==> src/itas_pkg.sv <==
// itas_pkg: character codes, operator codes and result records shared by the
// infix-to-three-address-steps block; no dependencies
package itas_pkg;

  localparam logic [7:0] CHAR_A     = 8'd97;
  localparam logic [7:0] CHAR_M     = 8'd109;
  localparam logic [7:0] TEMP_BASE  = 8'd122;
  localparam logic [7:0] CHAR_PLUS  = 8'h2B;
  localparam logic [7:0] CHAR_MINUS = 8'h2D;
  localparam logic [7:0] CHAR_TIMES = 8'h2A;
  localparam logic [7:0] CHAR_DIV   = 8'h2F;

  localparam logic [1:0] OP_ADD = 2'd0;
  localparam logic [1:0] OP_SUB = 2'd1;
  localparam logic [1:0] OP_MUL = 2'd2;
  localparam logic [1:0] OP_DIV = 2'd3;

  localparam int OPERATOR_DEPTH = 2;

  // one emitted step
  typedef struct packed {
    logic [1:0] op_kind;
    logic [7:0] right_operand;
    logic [7:0] left_operand;
    logic [7:0] temp_name;
    logic       last_of_run;
    logic       expression_done;
    logic       malformed;
  } res_t;

  // steps produced by one character
  typedef struct packed {
    logic [1:0] count;
    res_t       first;
    res_t       second;
  } emit_t;

endpackage

==> src/itas_in_if.sv <==
// itas_in_if: character channel (valid/ready) of the infix-to-steps block
// depends on nothing
interface itas_in_if;
  logic       valid;
  logic       ready;
  logic [7:0] char_code;
  logic       end_of_expression;

  modport source(output valid, char_code, end_of_expression, input ready);
  modport sink(input valid, char_code, end_of_expression, output ready);
endinterface

==> src/itas_out_if.sv <==
// itas_out_if: step channel (valid/ready) of the infix-to-steps block
// depends on nothing
interface itas_out_if;
  logic       valid;
  logic       ready;
  logic [1:0] op_kind;
  logic [7:0] right_operand;
  logic [7:0] left_operand;
  logic [7:0] temp_name;
  logic       last_of_run;
  logic       expression_done;
  logic       malformed;

  modport source(output valid, op_kind, right_operand, left_operand, temp_name,
                 last_of_run, expression_done, malformed, input ready);
  modport sink(input valid, op_kind, right_operand, left_operand, temp_name,
               last_of_run, expression_done, malformed, output ready);
endinterface

==> src/itas_reduce.sv <==
// itas_reduce: one reduction (pop operator, pop two operands, push temporary)
// as pure combinational logic; uses itas_pkg
module itas_reduce #(
  parameter int DEPTH = 4
) (
  input  logic                                   en_i,
  input  logic [DEPTH-1:0][7:0]                  stk_i,
  input  logic [$clog2(DEPTH+1)-1:0]             cnt_i,
  input  logic [itas_pkg::OPERATOR_DEPTH-1:0][1:0] ops_i,
  input  logic [1:0]                             opc_i,
  input  logic [7:0]                             step_i,
  output logic [DEPTH-1:0][7:0]                  stk_o,
  output logic [$clog2(DEPTH+1)-1:0]             cnt_o,
  output logic [1:0]                             opc_o,
  output logic [7:0]                             step_o,
  output logic [1:0]                             op_kind_o,
  output logic [7:0]                             right_o,
  output logic [7:0]                             left_o,
  output logic [7:0]                             temp_o,
  output logic                                   malformed_o
);

  localparam int CW = $clog2(DEPTH + 1);
  localparam int IW = $clog2(DEPTH);

  logic [1:0]    opc_dec;
  logic [CW-1:0] cnt_mid;
  logic [CW-1:0] cnt_low;
  logic          empty_r_pop;
  logic          empty_l_pop;

  always_comb begin
    opc_dec     = opc_i - 2'd1;
    op_kind_o   = ops_i[opc_dec[0]];
    temp_o      = itas_pkg::TEMP_BASE - step_i;

    // right-hand operand
    empty_r_pop = (cnt_i == '0);
    cnt_mid     = empty_r_pop ? cnt_i : cnt_i - CW'(1);
    right_o     = empty_r_pop ? 8'd0 : stk_i[cnt_mid[IW-1:0]];

    // left-hand operand
    empty_l_pop = (cnt_mid == '0);
    cnt_low     = empty_l_pop ? cnt_mid : cnt_mid - CW'(1);
    left_o      = empty_l_pop ? 8'd0 : stk_i[cnt_low[IW-1:0]];

    malformed_o = empty_r_pop | empty_l_pop;

    stk_o  = stk_i;
    cnt_o  = cnt_i;
    opc_o  = opc_i;
    step_o = step_i;
    if (en_i) begin
      // after two pops there is always room for the temporary
      stk_o[cnt_low[IW-1:0]] = temp_o;
      cnt_o  = cnt_low + CW'(1);
      opc_o  = opc_dec;
      step_o = step_i + 8'd1;
    end
  end

endmodule

==> src/itas_core.sv <==
// itas_core: operand/operator stacks, step counter and the two chained
// reductions of one character; uses itas_pkg and itas_reduce
module itas_core #(
  parameter int DEPTH = 4
) (
  input  logic                clk,
  input  logic                rst_n,
  input  logic                adv_i,
  input  logic [7:0]          char_i,
  input  logic                end_i,
  output itas_pkg::emit_t     emit_o
);

  localparam int CW = $clog2(DEPTH + 1);
  localparam int IW = $clog2(DEPTH);
  localparam int OD = itas_pkg::OPERATOR_DEPTH;

  logic [DEPTH-1:0][7:0] stk_r,  stk_nxt;
  logic [CW-1:0]         cnt_r,  cnt_nxt;
  logic [OD-1:0][1:0]    ops_r,  ops_nxt;
  logic [1:0]            opc_r,  opc_nxt;
  logic [7:0]            step_r, step_nxt;

  logic       is_operand;
  logic       is_opr;
  logic [1:0] kind;
  logic [1:0] opc_m1;
  logic [1:0] top_op;
  logic       main_red;

  logic [DEPTH-1:0][7:0] a_stk;
  logic [CW-1:0]         a_cnt;
  logic [OD-1:0][1:0]    c0_ops;
  logic [1:0]            c0_opc;

  logic                  en1, en2;
  logic [OD-1:0][1:0]    u1_ops_in;
  logic [1:0]            u1_opc_in;
  logic [DEPTH-1:0][7:0] u1_stk;
  logic [CW-1:0]         u1_cnt;
  logic [1:0]            u1_opc;
  logic [7:0]            u1_step;
  logic [1:0]            u1_kind;
  logic [7:0]            u1_right, u1_left, u1_temp;
  logic                  u1_bad;

  logic [OD-1:0][1:0]    d_ops;
  logic [1:0]            d_opc;
  logic [OD-1:0][1:0]    u2_ops_in;
  logic [1:0]            u2_opc_in;
  logic [DEPTH-1:0][7:0] u2_stk;
  logic [CW-1:0]         u2_cnt;
  logic [1:0]            u2_opc;
  logic [7:0]            u2_step;
  logic [1:0]            u2_kind;
  logic [7:0]            u2_right, u2_left, u2_temp;
  logic                  u2_bad;

  // decode and the steps before the first reduction
  always_comb begin
    is_operand = (char_i >= itas_pkg::CHAR_A) && (char_i <= itas_pkg::CHAR_M);
    is_opr     = 1'b1;
    kind       = itas_pkg::OP_ADD;
    unique case (char_i)
      itas_pkg::CHAR_PLUS:  kind = itas_pkg::OP_ADD;
      itas_pkg::CHAR_MINUS: kind = itas_pkg::OP_SUB;
      itas_pkg::CHAR_TIMES: kind = itas_pkg::OP_MUL;
      itas_pkg::CHAR_DIV:   kind = itas_pkg::OP_DIV;
      default:              is_opr = 1'b0;
    endcase

    opc_m1 = opc_r - 2'd1;
    top_op = ops_r[opc_m1[0]];

    // pending * or / after an operand, pending + or - before a new + or -
    if (is_operand) begin
      main_red = (opc_r != 2'd0) && top_op[1];
    end else begin
      main_red = is_opr && !kind[1] && (opc_r != 2'd0) && !top_op[1];
    end

    a_stk = stk_r;
    a_cnt = cnt_r;
    if (is_operand && (cnt_r < CW'(DEPTH))) begin
      a_stk[cnt_r[IW-1:0]] = char_i;
      a_cnt = cnt_r + CW'(1);
    end

    c0_ops = ops_r;
    c0_opc = opc_r;
    if (is_opr && (opc_r < 2'(OD))) begin
      c0_ops[opc_r[0]] = kind;
      c0_opc = opc_r + 2'd1;
    end

    u1_ops_in = main_red ? ops_r : c0_ops;
    u1_opc_in = main_red ? opc_r : c0_opc;
    en1       = main_red || (end_i && (c0_opc != 2'd0));
  end

  itas_reduce #(.DEPTH(DEPTH)) u_red1 (
    .en_i        (en1),
    .stk_i       (a_stk),
    .cnt_i       (a_cnt),
    .ops_i       (u1_ops_in),
    .opc_i       (u1_opc_in),
    .step_i      (step_r),
    .stk_o       (u1_stk),
    .cnt_o       (u1_cnt),
    .opc_o       (u1_opc),
    .step_o      (u1_step),
    .op_kind_o   (u1_kind),
    .right_o     (u1_right),
    .left_o      (u1_left),
    .temp_o      (u1_temp),
    .malformed_o (u1_bad)
  );

  // operator push that follows a main reduction, then end-of-expression drain
  always_comb begin
    d_ops = ops_r;
    d_opc = u1_opc;
    if (is_opr && (u1_opc < 2'(OD))) begin
      d_ops[u1_opc[0]] = kind;
      d_opc = u1_opc + 2'd1;
    end
    u2_ops_in = main_red ? d_ops : c0_ops;
    u2_opc_in = main_red ? d_opc : u1_opc;
    en2       = end_i && en1 && (u2_opc_in != 2'd0);
  end

  itas_reduce #(.DEPTH(DEPTH)) u_red2 (
    .en_i        (en2),
    .stk_i       (u1_stk),
    .cnt_i       (u1_cnt),
    .ops_i       (u2_ops_in),
    .opc_i       (u2_opc_in),
    .step_i      (u1_step),
    .stk_o       (u2_stk),
    .cnt_o       (u2_cnt),
    .opc_o       (u2_opc),
    .step_o      (u2_step),
    .op_kind_o   (u2_kind),
    .right_o     (u2_right),
    .left_o      (u2_left),
    .temp_o      (u2_temp),
    .malformed_o (u2_bad)
  );

  always_comb begin
    emit_o.count                  = {1'b0, en1} + {1'b0, en2};
    emit_o.first.op_kind          = u1_kind;
    emit_o.first.right_operand    = u1_right;
    emit_o.first.left_operand     = u1_left;
    emit_o.first.temp_name        = u1_temp;
    emit_o.first.last_of_run      = !en2;
    emit_o.first.expression_done  = end_i && !en2;
    emit_o.first.malformed        = u1_bad;
    emit_o.second.op_kind         = u2_kind;
    emit_o.second.right_operand   = u2_right;
    emit_o.second.left_operand    = u2_left;
    emit_o.second.temp_name       = u2_temp;
    emit_o.second.last_of_run     = 1'b1;
    emit_o.second.expression_done = end_i;
    emit_o.second.malformed       = u2_bad;

    stk_nxt  = u2_stk;
    ops_nxt  = u2_ops_in;
    cnt_nxt  = u2_cnt;
    opc_nxt  = u2_opc;
    step_nxt = u2_step;
    if (end_i) begin
      cnt_nxt  = '0;
      opc_nxt  = 2'd0;
      step_nxt = 8'd0;
    end
  end

  always_ff @(posedge clk) begin
    if (!rst_n) begin
      cnt_r  <= '0;
      opc_r  <= 2'd0;
      step_r <= 8'd0;
    end else if (adv_i) begin
      cnt_r  <= cnt_nxt;
      opc_r  <= opc_nxt;
      step_r <= step_nxt;
    end
  end

  always_ff @(posedge clk) begin
    if (adv_i) begin
      stk_r <= stk_nxt;
      ops_r <= ops_nxt;
    end
  end

  a_cnt_bound: assert property (@(posedge clk) disable iff (!rst_n)
    cnt_r <= CW'(DEPTH))
    else $error("operand count beyond stack depth");

  a_end_clears: assert property (@(posedge clk) disable iff (!rst_n)
    adv_i && end_i |=> (cnt_r == '0) && (opc_r == 2'd0) && (step_r == 8'd0))
    else $error("stacks not cleared after end of expression");

  a_two_steps: assert property (@(posedge clk) disable iff (!rst_n)
    emit_o.count == 2'd2 |-> !emit_o.first.last_of_run && end_i)
    else $error("two steps without end of expression or wrong run marker");

endmodule

==> src/infix_to_three_address_steps.sv <==
// infix_to_three_address_steps: top level; input register, stack core and a
// two-beat result buffer; uses itas_pkg, itas_in_if, itas_out_if, itas_core
//
//   channel   direction  beat contents
//   in_ch     sink       char_code, end_of_expression
//   out_ch    source     op_kind, right_operand, left_operand, temp_name,
//                        last_of_run, expression_done, malformed
//
// a character is registered in s1, then decoded against the stacks and reduced once
// the result buffer is free; its zero, one or two steps land in the result buffer
// one character per cycle when it makes at most one step and out_ch.ready is high;
// a character that makes two steps holds the input until the result buffer drains
// rst_n is synchronous and active low; it empties both stacks and the buffer
// out_ch.ready low stalls the core while any beat waits; in_ch.ready drops while s1 is held
module infix_to_three_address_steps #(
  parameter int OPERAND_DEPTH = 4
) (
  input logic        clk,
  input logic        rst_n,
  itas_in_if.sink    in_ch,
  itas_out_if.source out_ch
);

  // input register
  logic       s1_valid_r;
  logic [7:0] s1_char_r;
  logic       s1_end_r;
  logic       s1_adv;

  // result buffer: slot 0 is the front beat
  logic [1:0]     out_cnt_r, out_cnt_nxt;
  itas_pkg::res_t slot0_r,   slot0_nxt;
  itas_pkg::res_t slot1_r,   slot1_nxt;
  logic           out_pop;
  logic           buf_free;

  itas_pkg::emit_t emit;

  assign out_pop  = out_ch.valid && out_ch.ready;
  // core may push only when the buffer will be empty after this cycle
  assign buf_free = (out_cnt_r == 2'd0) || ((out_cnt_r == 2'd1) && out_pop);
  assign s1_adv   = s1_valid_r && buf_free;
  assign in_ch.ready = !s1_valid_r || s1_adv;

  always_ff @(posedge clk) begin
    if (!rst_n) begin
      s1_valid_r <= 1'b0;
    end else if (in_ch.ready) begin
      s1_valid_r <= in_ch.valid;
    end
  end

  always_ff @(posedge clk) begin
    if (in_ch.valid && in_ch.ready) begin
      s1_char_r <= in_ch.char_code;
      s1_end_r  <= in_ch.end_of_expression;
    end
  end

  itas_core #(.DEPTH(OPERAND_DEPTH)) u_core (
    .clk    (clk),
    .rst_n  (rst_n),
    .adv_i  (s1_adv),
    .char_i (s1_char_r),
    .end_i  (s1_end_r),
    .emit_o (emit)
  );

  always_comb begin
    out_cnt_nxt = out_cnt_r;
    slot0_nxt   = slot0_r;
    slot1_nxt   = slot1_r;
    if (s1_adv) begin
      out_cnt_nxt = emit.count;
      slot0_nxt   = emit.first;
      slot1_nxt   = emit.second;
    end else if (out_pop) begin
      out_cnt_nxt = out_cnt_r - 2'd1;
      slot0_nxt   = slot1_r;
    end
  end

  always_ff @(posedge clk) begin
    if (!rst_n) begin
      out_cnt_r <= 2'd0;
    end else begin
      out_cnt_r <= out_cnt_nxt;
    end
  end

  always_ff @(posedge clk) begin
    slot0_r <= slot0_nxt;
    slot1_r <= slot1_nxt;
  end

  assign out_ch.valid           = (out_cnt_r != 2'd0);
  assign out_ch.op_kind         = slot0_r.op_kind;
  assign out_ch.right_operand   = slot0_r.right_operand;
  assign out_ch.left_operand    = slot0_r.left_operand;
  assign out_ch.temp_name       = slot0_r.temp_name;
  assign out_ch.last_of_run     = slot0_r.last_of_run;
  assign out_ch.expression_done = slot0_r.expression_done;
  assign out_ch.malformed       = slot0_r.malformed;

  a_buf_depth: assert property (@(posedge clk) disable iff (!rst_n)
    out_cnt_r != 2'd3)
    else $error("result buffer holds more than two beats");

  a_front_of_pair: assert property (@(posedge clk) disable iff (!rst_n)
    out_cnt_r == 2'd2 |-> !slot0_r.last_of_run && slot1_r.last_of_run)
    else $error("run marker misplaced in buffered pair");

  a_done_is_last: assert property (@(posedge clk) disable iff (!rst_n)
    out_ch.valid && out_ch.expression_done |-> out_ch.last_of_run)
    else $error("expression end on a beat that is not last of its run");

endmodule

==> src/flat_wrapper.sv <==
// flat-port wrapper written by rule: the top's interface ports become plain ports
module infix_to_three_address_steps_flat 
#(
  parameter int OPERAND_DEPTH = 4
)
  (clk, rst_n, in_ch_valid, in_ch_char_code, in_ch_end_of_expression, in_ch_ready, out_ch_valid, out_ch_op_kind, out_ch_right_operand, out_ch_left_operand, out_ch_temp_name, out_ch_last_of_run, out_ch_expression_done, out_ch_malformed, out_ch_ready);
  itas_in_if in_ch_i ();
  itas_out_if out_ch_i ();
  input logic clk;
  input logic rst_n;
  input wire logic [$bits(in_ch_i.valid)-1:0] in_ch_valid;
  input wire logic [$bits(in_ch_i.char_code)-1:0] in_ch_char_code;
  input wire logic [$bits(in_ch_i.end_of_expression)-1:0] in_ch_end_of_expression;
  output wire logic [$bits(in_ch_i.ready)-1:0] in_ch_ready;
  output wire logic [$bits(out_ch_i.valid)-1:0] out_ch_valid;
  output wire logic [$bits(out_ch_i.op_kind)-1:0] out_ch_op_kind;
  output wire logic [$bits(out_ch_i.right_operand)-1:0] out_ch_right_operand;
  output wire logic [$bits(out_ch_i.left_operand)-1:0] out_ch_left_operand;
  output wire logic [$bits(out_ch_i.temp_name)-1:0] out_ch_temp_name;
  output wire logic [$bits(out_ch_i.last_of_run)-1:0] out_ch_last_of_run;
  output wire logic [$bits(out_ch_i.expression_done)-1:0] out_ch_expression_done;
  output wire logic [$bits(out_ch_i.malformed)-1:0] out_ch_malformed;
  input wire logic [$bits(out_ch_i.ready)-1:0] out_ch_ready;
  assign in_ch_i.valid = in_ch_valid;
  assign in_ch_i.char_code = in_ch_char_code;
  assign in_ch_i.end_of_expression = in_ch_end_of_expression;
  assign in_ch_ready = in_ch_i.ready;
  assign out_ch_valid = out_ch_i.valid;
  assign out_ch_op_kind = out_ch_i.op_kind;
  assign out_ch_right_operand = out_ch_i.right_operand;
  assign out_ch_left_operand = out_ch_i.left_operand;
  assign out_ch_temp_name = out_ch_i.temp_name;
  assign out_ch_last_of_run = out_ch_i.last_of_run;
  assign out_ch_expression_done = out_ch_i.expression_done;
  assign out_ch_malformed = out_ch_i.malformed;
  assign out_ch_i.ready = out_ch_ready;
  infix_to_three_address_steps #(.OPERAND_DEPTH(OPERAND_DEPTH)) u_core (.clk(clk), .rst_n(rst_n), .in_ch(in_ch_i), .out_ch(out_ch_i));
endmodule
==> config.mk <==
export PLATFORM = sky130hd
export DESIGN_NAME = infix_to_three_address_steps_flat
export DESIGN_NICKNAME = d
export VERILOG_FILES = /design/src/itas_pkg.sv /design/src/itas_in_if.sv /design/src/itas_out_if.sv /design/src/itas_reduce.sv /design/src/itas_core.sv /design/src/infix_to_three_address_steps.sv /design/src/flat_wrapper.sv
export SDC_FILE = /design/constraint.sdc
export NUM_CORES = 1
export LEC_CHECK = 0
export ABC_AREA = 1
export BUFFER_PORTS_ARGS = -buffer_cell sky130_fd_sc_hd__buf_2
export CORE_UTILIZATION = 26
export DETAILED_ROUTE_END_ITERATION = 10
export PLACE_DENSITY = 0.46
export SYNTH_ARGS = -nofsm -noshare
export SYNTH_HDL_FRONTEND = slang
export SYNTH_SLANG_ARGS = --single-unit
==> constraint.sdc <==
create_clock -name clk -period 8.1 [get_ports clk]
set_input_delay 0.405 -clock clk [delete_from_list [all_inputs] [get_ports clk]]
set_output_delay 0.405 -clock clk [all_outputs]
set_load 0.01 [all_outputs]
==> key figures, run 1 <==
Setup path
  • Worst R2R Start: u_core.u_core.cnt_r[0]
  • R2R cell count: 31
  • Worst Path Required: 8.25 ns
  • Critical Path End Type: flop
  • RR Endpoint: u_core.u_core.stk_r[28]
  • Crit. Startpoint: u_core.u_core.cnt_r[0]
  • Worst setup SP type: flop
  • Crit path max fanout: 30
  • CP arrival: 6.86 ns
  • Kind of critical path: flop to flop
  • Reg2reg setup slack: 1.39 ns
  • Most frequent CP cell: nand2_1
  • Max stage delay on crit path: 0.54 ns
  • Slowest cell on crit path: ha_1

Placed design
  • Gpl congestion: 0.898
  • Buffers added on ports: 43
  • Hpwl dp: 20.4 mm
  • Number of instances in the placed design: 1,372

Floorplanning
  • Die height: 175 um
  • Initial Utilization: 26.4%
  • Die area: 30,800 sq um
  • Die W: 175 um
  • IO Pins: 44
  • Placement row count: 63
  • Core Box Area: 29,600 sq um

Final layout
  • Nets@finish: 1,036
  • Layout Cells excl Fill: 1,405
  • Layout area overhead: 14.3%
  • Share of layout cells above drive strength 1: 15.0%

STA
  • Slew @ Worst Pin: 1.14 ns
  • Relative slew margins: 23.8%
  • RSZ-0062 raised after global routing: false
  • Min cycle time layout: 6.71 ns
  • Max frequency: 149 MHz
  • Endpoints failing setup: 0
  • Tcrit/Tclk final: 82.9%
  • Clock skew: 0.0158 ns
  • Max-slew violation count: 0
  • Count of final hold-check violations: 0
  • Setup_tns: 0 ns

Power
  • Pwr Density: 222 nW/um^2
  • Pwr Total: 1.99 mW
  • Largest vdd supply drop: 153 uV
  • Leakage: 3.54 nW

Detailed routing
  • Vias/cell: 4.91
  • Initial detailed-routing violation count: 693
  • Via count: 6,901
  • Wirelength per Cell: 19.2 um
  • Antenna viol nets, final: 0
  • Post-Route WL: 27.0 mm
  • DRT Pass-1 Iters: 5
  • DRC Markers: 0

Global routing
  • Initial antenna violation count: 1
  • All-Layer GR Usage: 18.1%
  • Global-route wire length before repair: 41.0 mm
  • Largest net degree at the start of global routing: 72
  • Gr ovfl total: 0
  • Number of global-route vias before repair: 6,470

Logic synthesis
  • Syn nets: 1,005
  • Synth cell types: 49
  • Cells after synthesis: 970
  • Syn Area/Cell: 8.06 sq um
  • Netlist Area Pre-Place: 7820 sq um
  • Ys async rst share: 0%
  • Most used DFF post-synth: edfxtp_1
  • Post-synth EDFFs: 102
  • Yosys warning count: 0
  • Sequential area share after synthesis: 43.3%
  • Yosys reg bits: 118

CTS
  • CTS tree: yes
  • Clk sink count: 118
  • Post-CTS Repair Setup Buffers: 0
  • Reg clk slew, reported paths: 0.06 ns
  • Clk root buf: clkbuf_16
  • Later-pin clock latency in the skew report: 0.43 ns
  • CTS buffer count: 17
  • H-tree depth: 4
  • Hold buffers post-CTS: 0
  • CTS-repair resized insts: 0
  • Longest Clk Path Bufs: 2

Worst hold path
  • Worst hold path class: primary input to flop
  • Hold depth: 1
  • HP Start: in_ch_char_code[6]
  • WHS Endpoint: u_core.s1_char_r[6]

Status
  • Status: finished, final reports clean

Job
  • Max-cap check violation count: 0
registers in the layout (all words and copies together) (netlist names):
register,count
u_core.out_ch.expression_done,1
u_core.out_ch.last_of_run,1
u_core.out_ch.left_operand,8
u_core.out_ch.malformed,1
u_core.out_ch.op_kind,2
u_core.out_ch.right_operand,8
u_core.out_ch.temp_name,8
u_core.out_cnt_r,2
u_core.s1_char_r,8
u_core.s1_end_r,1
u_core.s1_valid_r,1
u_core.slot1_r,28
u_core.u_core.cnt_r,3
u_core.u_core.opc_r,2
u_core.u_core.ops_r,4
u_core.u_core.step_r,8
u_core.u_core.stk_r,32
power breakdown:
group,internal (mW),switching (mW)
logic,0.126,0.323
clock network,0.455,0.311
registers,0.750,0.0226
total,1.33,0.657
cell usage in the layout, fill, tap and decap left out, types with 22 or more instances in the layout:
cell,n
nor2_1,36
ha_1,22
inv_1,109
nand2_1,254
a21oi_1,63
nand3_1,49
o21ai_0,94
buf_2,43
o211ai_1,23
edfxtp_1,102
o21ai_1,35
critical path: cells and delay by family (launching register included):
family,cells,cell delay [ns]
AO/OA/AOI/OAI,2,0.20
flip-flops,1,0.42
buffers and inverters,7,0.80
AND/OR/NAND/NOR,16,3.15
adder cells (fa/ha/maj),6,1.85
per-stage QoR:
step	worst slack [ns]	utilization (%)	instance area [sq um]	hold slack [ns]
2_1_floorplan	2.79	-	7820	0.459
3_3_place_gp	1.60	28.2	8360	0.473
3_5_place_dp	1.47	28.2	8360	0.478
4_1_cts	1.46	30.2	8940	0.132
5_1_grt	0.679	30.2	8940	0.129
6_report	1.39	30.2	8940	0.145
per-layer routing:
layer / GRT usage [%] / wire length, um / vias up
met5: 0 / 0 / -
met2: 28.9 / 12400 / 221
met3: 3.18 / 1550 / 28
met4: 5.22 / 481 / 0
met1: 24.9 / 12600 / 3293
li1: - / - / 3359
synthesized netlist by cell type (all sizes together), types with 2 or more instances:
| cell | n | share of area (%) |
|---|---|---|
| a21oi | 63 | 4.0 |
| a31oi | 2 | 0.16 |
| a32o | 15 | 1.9 |
| buf | 16 | 1.7 |
| clkbuf | 19 | 0.91 |
| clkinv | 2 | 0.096 |
| dfxtp | 16 | 4.1 |
| edfxtp | 102 | 39 |
| ha | 22 | 3.5 |
| inv | 126 | 6.1 |
| mux2i | 2 | 0.26 |
| nand2 | 274 | 14 |
| nand3 | 62 | 5.4 |
| nand4 | 8 | 0.64 |
| nor2 | 42 | 2.3 |
| nor3 | 9 | 0.85 |
| o211ai | 23 | 2.2 |
| o21a | 3 | 0.29 |
| o21ai | 136 | 9.0 |
| o22ai | 2 | 0.16 |
| or2 | 3 | 0.24 |
| xnor2 | 4 | 0.54 |
| xor2 | 13 | 1.8 |
final cells by class:
class	instances	area, sq um
clock inverters	14	151
fillers	3250	20700
inverters	128	488
well taps	390	488
flip-flops and latches	118	3380
diodes	1	2.50
repair buffers	47	245
multi-input cells	689	3750
clock buffers	18	429
logic make-up after synthesis:
kind of cell	after synthesis	synth area share, %
AND/OR/NAND/NOR	401	23.7
XOR/XNOR	17	2.34
flip-flops	118	43.3
adder cells (fa/ha/maj)	22	3.52
multiplexers	2	0.256
buffers and inverters	163	8.83
AO/OA/AOI/OAI	247	18.1
worst max path at each step:
stage | to | slack, ns
after CTS | u_core.u_core.stk_r[0] | 1.46
after floorplan | u_core.slot1_r[15] | 2.79
after detailed placement | u_core.u_core.stk_r[0] | 1.47
after global routing | u_core.u_core.stk_r[3] | 0.68
final | u_core.u_core.stk_r[28] | 1.39
after global placement | u_core.u_core.stk_r[0] | 1.60
No activity file was read; power rests on OpenSTA's default activity.
==> run 2, diff against run 1 <==
Settings changed: ABC_AREA 1 to 0, PLACE_DENSITY 0.46 to 0.47.
Clock period 8.1 ns to 5.5 ns, I/O delays scaled along.
==> run 2 against run 1 <==
The flow now finishes with violations (negative setup slack). Register-to-register slack got worse by 1.4 ns. Utilization increased by 2.8 points. Count of clock-buffer cells in the layout unchanged. Fmax increased by 22%. First-iteration DRC count decreased by 28%. Flip-flop and latch count unchanged. Cell area increased by 9.8%. Via count decreased by 6.5%. Worst hold slack got worse by 0.12 ns. Clock power increased by 55%. Largest cell class unchanged. Highest routed layer unchanged.
==> key figures, run 2 <==
Detailed routing
  • Vias/cell: 5.09 (+3.5%)
  • Wirelength per Cell: 20.2 um (+5.1%)
  • Post-Route WL: 25.6 mm (-5.1%)
  • Antenna viol nets, final: 0 (unchanged)
  • Via count: 6,454 (-6.5%)
  • Initial detailed-routing violation count: 497 (-28%)
  • DRT Pass-1 Iters: 5 (unchanged)
  • DRC Markers: 0 (unchanged)

Floorplanning
  • Core Box Area: 29,800 sq um (+0.53%)
  • Die height: 177 um (+0.72%)
  • Placement row count: 63 (unchanged)
  • IO Pins: 44 (unchanged)
  • Initial Utilization: 26.6% (+0.24 points)
  • Die W: 177 um (+0.72%)
  • Die area: 31,200 sq um (+1.4%)

Final layout
  • Design area: 9810 sq um (+9.8%)
  • Layout area overhead: 23.7%
  • Largest regs: u_core.u_core.stk_r x32, u_core.slot1_r x28
  • Flip-flop count of the largest register after layout: 32 (unchanged)
  • Share of layout cells above drive strength 1: 24.8% (+9.8 points)
  • Biggest register: u_core.u_core.stk_r
  • Most common library cell in the layout ignoring fill and taps: edfxtp_1
  • Inserted Diodes: 0 (-1)
  • Nets@finish: 901 (-13%)
  • Layout Cells excl Fill: 1,269 (-9.7%)
  • Most frequent cells in the layout: 102 x edfxtp_1, 84 x nand2_1, 63 x buf_4

Logic synthesis
  • Syn nets: 824 (-18%)
  • Yosys top cell area share: 38.6% (-0.56 points)
  • Largest cells by area after synthesis: edfxtp_1 39%, mux2i_1 8.1%, dfxtp_1 4.0%
  • Yosys warning count: 0 (unchanged)
  • Syn Area/Cell: 10.1 sq um (+25%)
  • Netlist Area Pre-Place: 7930 sq um (+1.5%)
  • Cells after synthesis: 789 (-19%)
  • Top cell type by total area after synthesis: edfxtp_1
  • Synth cell types: 75 (+53%)
  • Ys async rst share: 0% (unchanged)
  • Most used DFF post-synth: edfxtp_1
  • Yosys reg bits: 118 (unchanged)
  • Sequential area share after synthesis: 42.6% (-0.62 points)
  • Post-synth EDFFs: 102 (unchanged)
  • Top cells by count, synth: 102 x edfxtp_1, 85 x nand2_1, 64 x mux2i_1
  • Most common cell in the netlist: edfxtp_1

Setup path
  • Worst Path Required: 5.67 ns (-2.58 ns)
  • R2R cell count: 26 (-16%)
  • Buf/Inv on CP: 4 (-3)
  • CP delay by family, top: simple AND/OR/NAND/NOR gates
  • RR Endpoint: u_core.u_core.stk_r[1]
  • Most frequent CP cell: ha_4
  • Crit path max fanout: 7 (-77%)
  • Kind of critical path: flop to flop
  • Worst setup SP type: flop
  • Number of stages on the worst setup path: 26 (-16%)
  • Slowest cell on crit path: or4_4
  • Critical Path End Type: flop
  • Reg2reg setup slack: -0.009 ns (-1.39 ns)
  • CP arrival: 5.68 ns (-1.18 ns)
  • Worst R2R Start: u_core.s1_char_r[3]
  • Max stage delay on crit path: 0.54 ns (about the same)

STA
  • Min cycle time layout: 5.51 ns (-1.21 ns)
  • Max-slew violation count: 0 (unchanged)
  • Slew @ Worst Pin: 1.12 ns (-0.0172 ns)
  • Clock skew: 0.00919 ns (-0.00663 ns)
  • RSZ-0062 raised after global routing: true
  • WHS: 0.0291 ns (-0.116 ns)
  • Endpoints failing setup: 8 (+8)
  • Max frequency: 182 MHz (+22%)
  • Relative slew margins: 25.1% (+1.3 points)
  • Tcrit/Tclk final: 100% (+17 points)
  • Count of final hold-check violations: 0 (unchanged)
  • Final worst setup slack: -0.00916 ns (-1.39 ns)

Global routing
  • Number of global-route vias before repair: 6,480 (+0.15%)
  • Largest net degree at the start of global routing: 57 (-21%)
  • Global-route wire length before repair: 39.3 mm (-4.1%)
  • Initial antenna violation count: 0 (-1)
  • Gr ovfl total: 0 (unchanged)
  • All-Layer GR Usage: 16.9% (-1.2 points)

Power
  • Pwr Density: 286 nW/um^2 (+28%)
  • Largest vdd supply drop: 238 uV (+55%)
  • Leakage: 3.75 nW (+5.8%)
  • Pwr Total: 2.80 mW (+41%)

Worst hold path
  • Hold depth: 1 (unchanged)
  • HP Start: in_ch_char_code[5]
  • WHS Endpoint: u_core.s1_char_r[5]
  • Worst hold path class: primary input to flop

CTS
  • CTS buffer count: 17 (unchanged)
  • Reg clk slew, reported paths: 0.06 ns (about the same)
  • Clk sink count: 118 (unchanged)
  • Later-pin clock latency in the skew report: 0.42 ns (about the same)
  • H-tree depth: 4 (unchanged)
  • Clk root buf: clkbuf_16
  • Longest Clk Path Bufs: 2 (unchanged)
  • CTS tree: yes

Status
  • Status: finished with violations
  • Violated checks: negative setup slack

Placed design
  • Number of instances in the placed design: 1,229 (-10%)
  • Post-DP Area: 9030 sq um (+8.1%)
  • Hpwl dp: 18.4 mm (-9.4%)
  • Gpl congestion: 0.873 (-2.8%)
  • Buffers added on ports: 43 (unchanged)

Job
  • Max-cap check violation count: 0 (unchanged)
==> run 2: cell count changes after synthesis, moves of 18 or more <==
cell      change
nand2_1     -169
inv_1        -72
mux2i_1      +62
o21ai_0      -43
o21ai_1      -35
a21oi_1      -34
nand3_1      -30
mux2_2       +23
clkbuf_1     +18
==> run 2: power breakdown <==
part | internal [mW] | switching (mW)
registers | 1.07 | 0.0310
clock network | 0.754 | 0.436
logic | 0.211 | 0.302
total | 2.04 | 0.769
==> run 2: routing by layer <==
layer / track usage [%] / share of wire (%)
met5: 0 / 0
met1: 22.9 / 46
met3: 2.84 / 4.7
met2: 27.0 / 47
met4: 5.82 / 2.3
==> run 2: final cells by class <==
class                           instances  area [sq um]
Tap cell                              390           488
Inverter                               40           153
Multi-Input combinational cell        580          4440
Fill cell                            3046         20000
Clock inverter                         14           183
Sequential cell                       118          3380
Clock buffer                           18           429
Timing Repair Buffer                  109           739
==> run 2: cell families (layout without fill, tap and decap cells) <==
family | Yosys count | after routing | share of synthesized area, %
and+or+nand+nor | 230 | 230 | 14.0
AOI/OAI and AO/OA | 197 | 197 | 17.1
buffers and inverters | 91 | 181 | 4.67
muxes | 98 | 98 | 13.9
adders and majority gates | 22 | 22 | 3.47
xor gates and xnor gates | 33 | 33 | 4.15
DFF | 118 | 118 | 42.6
==> run 2: what timing repair did <==
action | 4_1_cts | 5_1_grt
hold buffers | 0 | 0
resized for setup | 4 | 15
setup buffers | 3 | 5
pin swaps | 0 | 14
setup endpoints to repair | 19 | 22
==> run 2: worst register-to-register path: stages (launching register included) <==
cell      delay [ns]
edfxtp_1        0.38
or4_4           0.54
and4_4          0.20
mux2i_4         0.22
ha_4            0.19
ha_4            0.18
mux2i_4         0.18
or2_4           0.25
inv_4           0.06
ha_4            0.16
nor4b_1         0.06
mux2_4          0.31
a211o_1         0.24
a32oi_2         0.23
and2_4          0.24
xnor2_4         0.13
inv_2           0.05
or2_4           0.22
inv_2           0.06
ha_4            0.13
nand2_1         0.05
a31oi_1         0.15
a32o_2          0.22
a31oi_4         0.06
nor3b_2         0.25
buf_4           0.20
mux2_4          0.30
==> run 2: how the worst max path moves through the flow <==
stage	startpoint	end	slack (ns)
final	u_core.s1_char_r[3]	u_core.u_core.stk_r[1]	-0.009
after detailed placement	u_core.s1_char_r[7]	u_core.u_core.stk_r[3]	-0.15
after global placement	u_core.s1_char_r[7]	u_core.u_core.stk_r[3]	-0.04
after global routing	u_core.s1_char_r[0]	u_core.u_core.stk_r[3]	-0.27
after CTS	u_core.s1_char_r[3]	u_core.u_core.stk_r[3]	0.008
after floorplan	u_core.s1_char_r[2]	u_core.u_core.stk_r[1]	-1.08
==> run 2: stage by stage <==
stage	util, %	worst slack, ns	TNS (ns)
6_report	32.9	-0.00916	-0.0495
3_3_place_gp	30.3	-0.0375	-0.111
3_5_place_dp	30.3	-0.150	-1.04
2_1_floorplan	-	-1.08	-23.21
4_1_cts	32.5	0.00781	0
5_1_grt	32.9	-0.272	-4.05
==> run 3, diff against run 2 <==
Settings changed: CELL_PAD_IN_SITES_DETAIL_PLACEMENT set to 1, CELL_PAD_IN_SITES_GLOBAL_PLACEMENT set to 2, PLACE_DENSITY 0.47 to 0.63.
==> run 3 against run 2 <==
Combinational power fell by 1%. The flow still finishes with violations (negative setup slack). Sequential share of layout area shrank 0.32 points. Fmax shrank 1.1%. Flip-flop and latch count unchanged. Sequential power about the same. Final cell count increased by 0.24%. Routed wire length is 6.5% higher. First-iteration DRC count fell by 27%. Cell area grew 0.93%. Setup slack got worse by 0.059 ns.
==> key figures, run 3 (synthesized netlist as in run 2, its figures left out) <==
Detailed routing
  • DRT Pass-1 Iters: 5 (unchanged)
  • Vias/cell: 5.17 (+1.7%)
  • Via count: 6,582 (+2.0%)
  • DRC Markers: 0 (unchanged)
  • Wirelength per Cell: 21.4 um (+6.3%)
  • Post-Route WL: 27.3 mm (+6.5%)
  • Initial detailed-routing violation count: 363 (-27%)
  • Antenna viol nets, final: 0 (unchanged)

Power
  • Clock power frac: 44.7% (+2.3 points)
  • Comb power frac: 17.4% (-0.9 points)
  • Seq pwr share: 37.9% (-1.4 points)
  • Largest vdd supply drop: 166 uV (-30%)
  • Sw frac: 26.8% (-0.63 points)
  • P_int: 2.13 mW (+4.9%)
  • Pwr Density: 294 nW/um^2 (+3.0%)
  • Leakage: 3.81 nW (+1.5%)
  • P_sw: 0.781 mW (+1.6%)

Placed design
  • Placement Setup Slack: -0.162 ns (-0.0119 ns)
  • Gpl congestion: 0.826 (-5.4%)
  • Number of instances in the placed design: 1,230 (+0.081%)
  • Buffers added on ports: 43 (unchanged)
  • Hpwl dp: 20.0 mm (+8.6%)

Floorplanning
  • Die W: 177 um (unchanged)
  • Initial Utilization: 26.6% (unchanged)
  • Placement row count: 63 (unchanged)
  • Die area: 31,200 sq um (unchanged)
  • Die height: 177 um (unchanged)
  • Core Box Area: 29,800 sq um (unchanged)
  • IO Pins: 44 (unchanged)

Final layout
  • Inserted Diodes: 0 (unchanged)
  • Most frequent cells in the layout: 102 x edfxtp_1, 82 x nand2_1, 62 x buf_4
  • Fillers: 3,339 (+9.6%)
  • Biggest register: u_core.u_core.stk_r
  • Flip-flop count of the largest register after layout: 32 (unchanged)
  • Layout Cells excl Fill: 1,272 (+0.24%)
  • Most common library cell in the layout ignoring fill and taps: edfxtp_1
  • Share of layout cells above drive strength 1: 25.2% (+0.37 points)
  • Nets@finish: 904 (+0.33%)
  • Final Util: 33.2% (+0.31 points)
  • Largest regs: u_core.u_core.stk_r x32, u_core.slot1_r x28
  • Layout area overhead: 24.8%
  • Multi-input combinational cell area: 4420 sq um (-0.39%)
  • Seq. cell area: 3380 sq um (unchanged)

Setup path
  • Kind of critical path: flop to flop
  • Worst setup SP type: flop
  • CP arrival: 5.74 ns (+0.06 ns)
  • Critical Path End Type: flop
  • Worst Path Required: 5.67 ns (about the same)
  • Crit path max fanout: 6 (-1)
  • Reg2reg setup slack: -0.07 ns (-0.06 ns)

STA
  • Min cycle time layout: 5.57 ns (+0.0586 ns)
  • RSZ-0062 raised after global routing: true
  • Tcrit/Tclk final: 101% (+1.1 points)
  • Count of final hold-check violations: 0 (unchanged)
  • Relative slew margins: 28.1% (+3.0 points)
  • Clock skew: 0.00905 ns (-0.000139 ns)
  • Slew @ Worst Pin: 1.08 ns (-0.0455 ns)
  • Endpoints failing setup: 13 (+5)
  • WHS: 0.0257 ns (-0.00338 ns)
  • Max-slew violation count: 0 (unchanged)
  • Final worst setup slack: -0.0677 ns (-0.0586 ns)
  • Max frequency: 180 MHz (-1.1%)

Global routing
  • Number of global-route vias before repair: 6,684 (+3.1%)
  • Gr ovfl total: 0 (unchanged)
  • Initial antenna violation count: 0 (unchanged)
  • All-Layer GR Usage: 18.1% (+1.2 points)
  • Global-route wire length before repair: 41.6 mm (+5.7%)
  • Largest net degree at the start of global routing: 72 (+26%)

Worst hold path
  • Worst hold path class: primary input to flop

CTS
  • H-tree depth: 4 (unchanged)
  • CTS tree: yes
  • Longest Clk Path Bufs: 2 (unchanged)
  • Clk root buf: clkbuf_16
  • Later-pin clock latency in the skew report: 0.42 ns (about the same)
  • Clk sink count: 118 (unchanged)
  • Reg clk slew, reported paths: 0.06 ns (about the same)
  • CTS buffer count: 17 (unchanged)

Status
  • Violated checks: negative setup slack
  • Status: finished with violations

Job
  • Max-cap check violation count: 0 (unchanged)
## run 3: layout make-up
class,instances,share of cell area (%)
multi-input combinational,580,44.6
sequential,118,34.2
inverter,40,1.54
clock buffer,21,4.85
tap,390,4.93
clock inverter,11,1.97
timing repair buffer,112,7.92
## run 3: what timing repair did
action,in CTS,in global routing
hold buffers,0,1
setup endpoints to repair,22,22
cloned,0,0
pin swaps,10,6
endpoints found under the hold margin,0,1
gates resized for setup,16,7
buffers inserted,6,3
## run 3: through the flow
step	TNS [ns]	cell area [sq um]	power (mW)
after floorplan	-23.21	8150	1.44
after global placement	0	9030	1.61
after detailed placement	-1.89	9030	1.61
after CTS	-0.254	9840	2.94
after global routing	-4.59	9900	3.03
final	-0.538	9900	2.92
## run 3: final timing paths
path / from / endpoint / cells past startpoint
max reg2reg: u_core.s1_char_r[3] / u_core.u_core.stk_r[25] / 26
min reg2reg: u_core.slot1_r[0] / u_core.out_ch.malformed / 2
min: in_ch_char_code[6] / u_core.s1_char_r[6] / 1
max: u_core.s1_char_r[3] / u_core.u_core.stk_r[25] / 26
## run 3: power groups by stage
stage | Sequential, mW | Clock [mW] | Combinational [mW]
finish | 1.11 | 1.30 | 0.507
global route | 1.11 | 1.36 | 0.553
detailed placement | 1.12 | 0 | 0.490
CTS | 1.11 | 1.33 | 0.504
global placement | 1.12 | 0 | 0.485
floorplan | 1.13 | 0 | 0.313
## run 3: routing by layer
metal  global-route usage (%)  share of wire, %  wire [um]
met1                     24.9                48      13200
met2                     29.1                46      12600
met3                     2.99               3.5        949
met4                     5.10               1.9        509
met5                        0                 0          0
## run 3: critical path, stage by stage, from the launching register on
cell and delay, ns:
edfxtp_1 0.40, or4_4 0.55, and4_4 0.19, buf_6 0.13, xnor2_4 0.13, ha_4 0.18
ha_4 0.18, xor2_2 0.18, or2_4 0.28, inv_4 0.06, ha_4 0.17, nor4b_1 0.06
mux2_4 0.29, a211o_1 0.28, a32oi_2 0.19, and2_4 0.23, mux2i_4 0.25, or2_4 0.14
inv_2 0.03, ha_4 0.15, nand2_2 0.06, a31oi_1 0.04, a32o_2 0.31, a31oi_4 0.24
nand3_2 0.15, buf_12 0.17, mux2_2 0.26
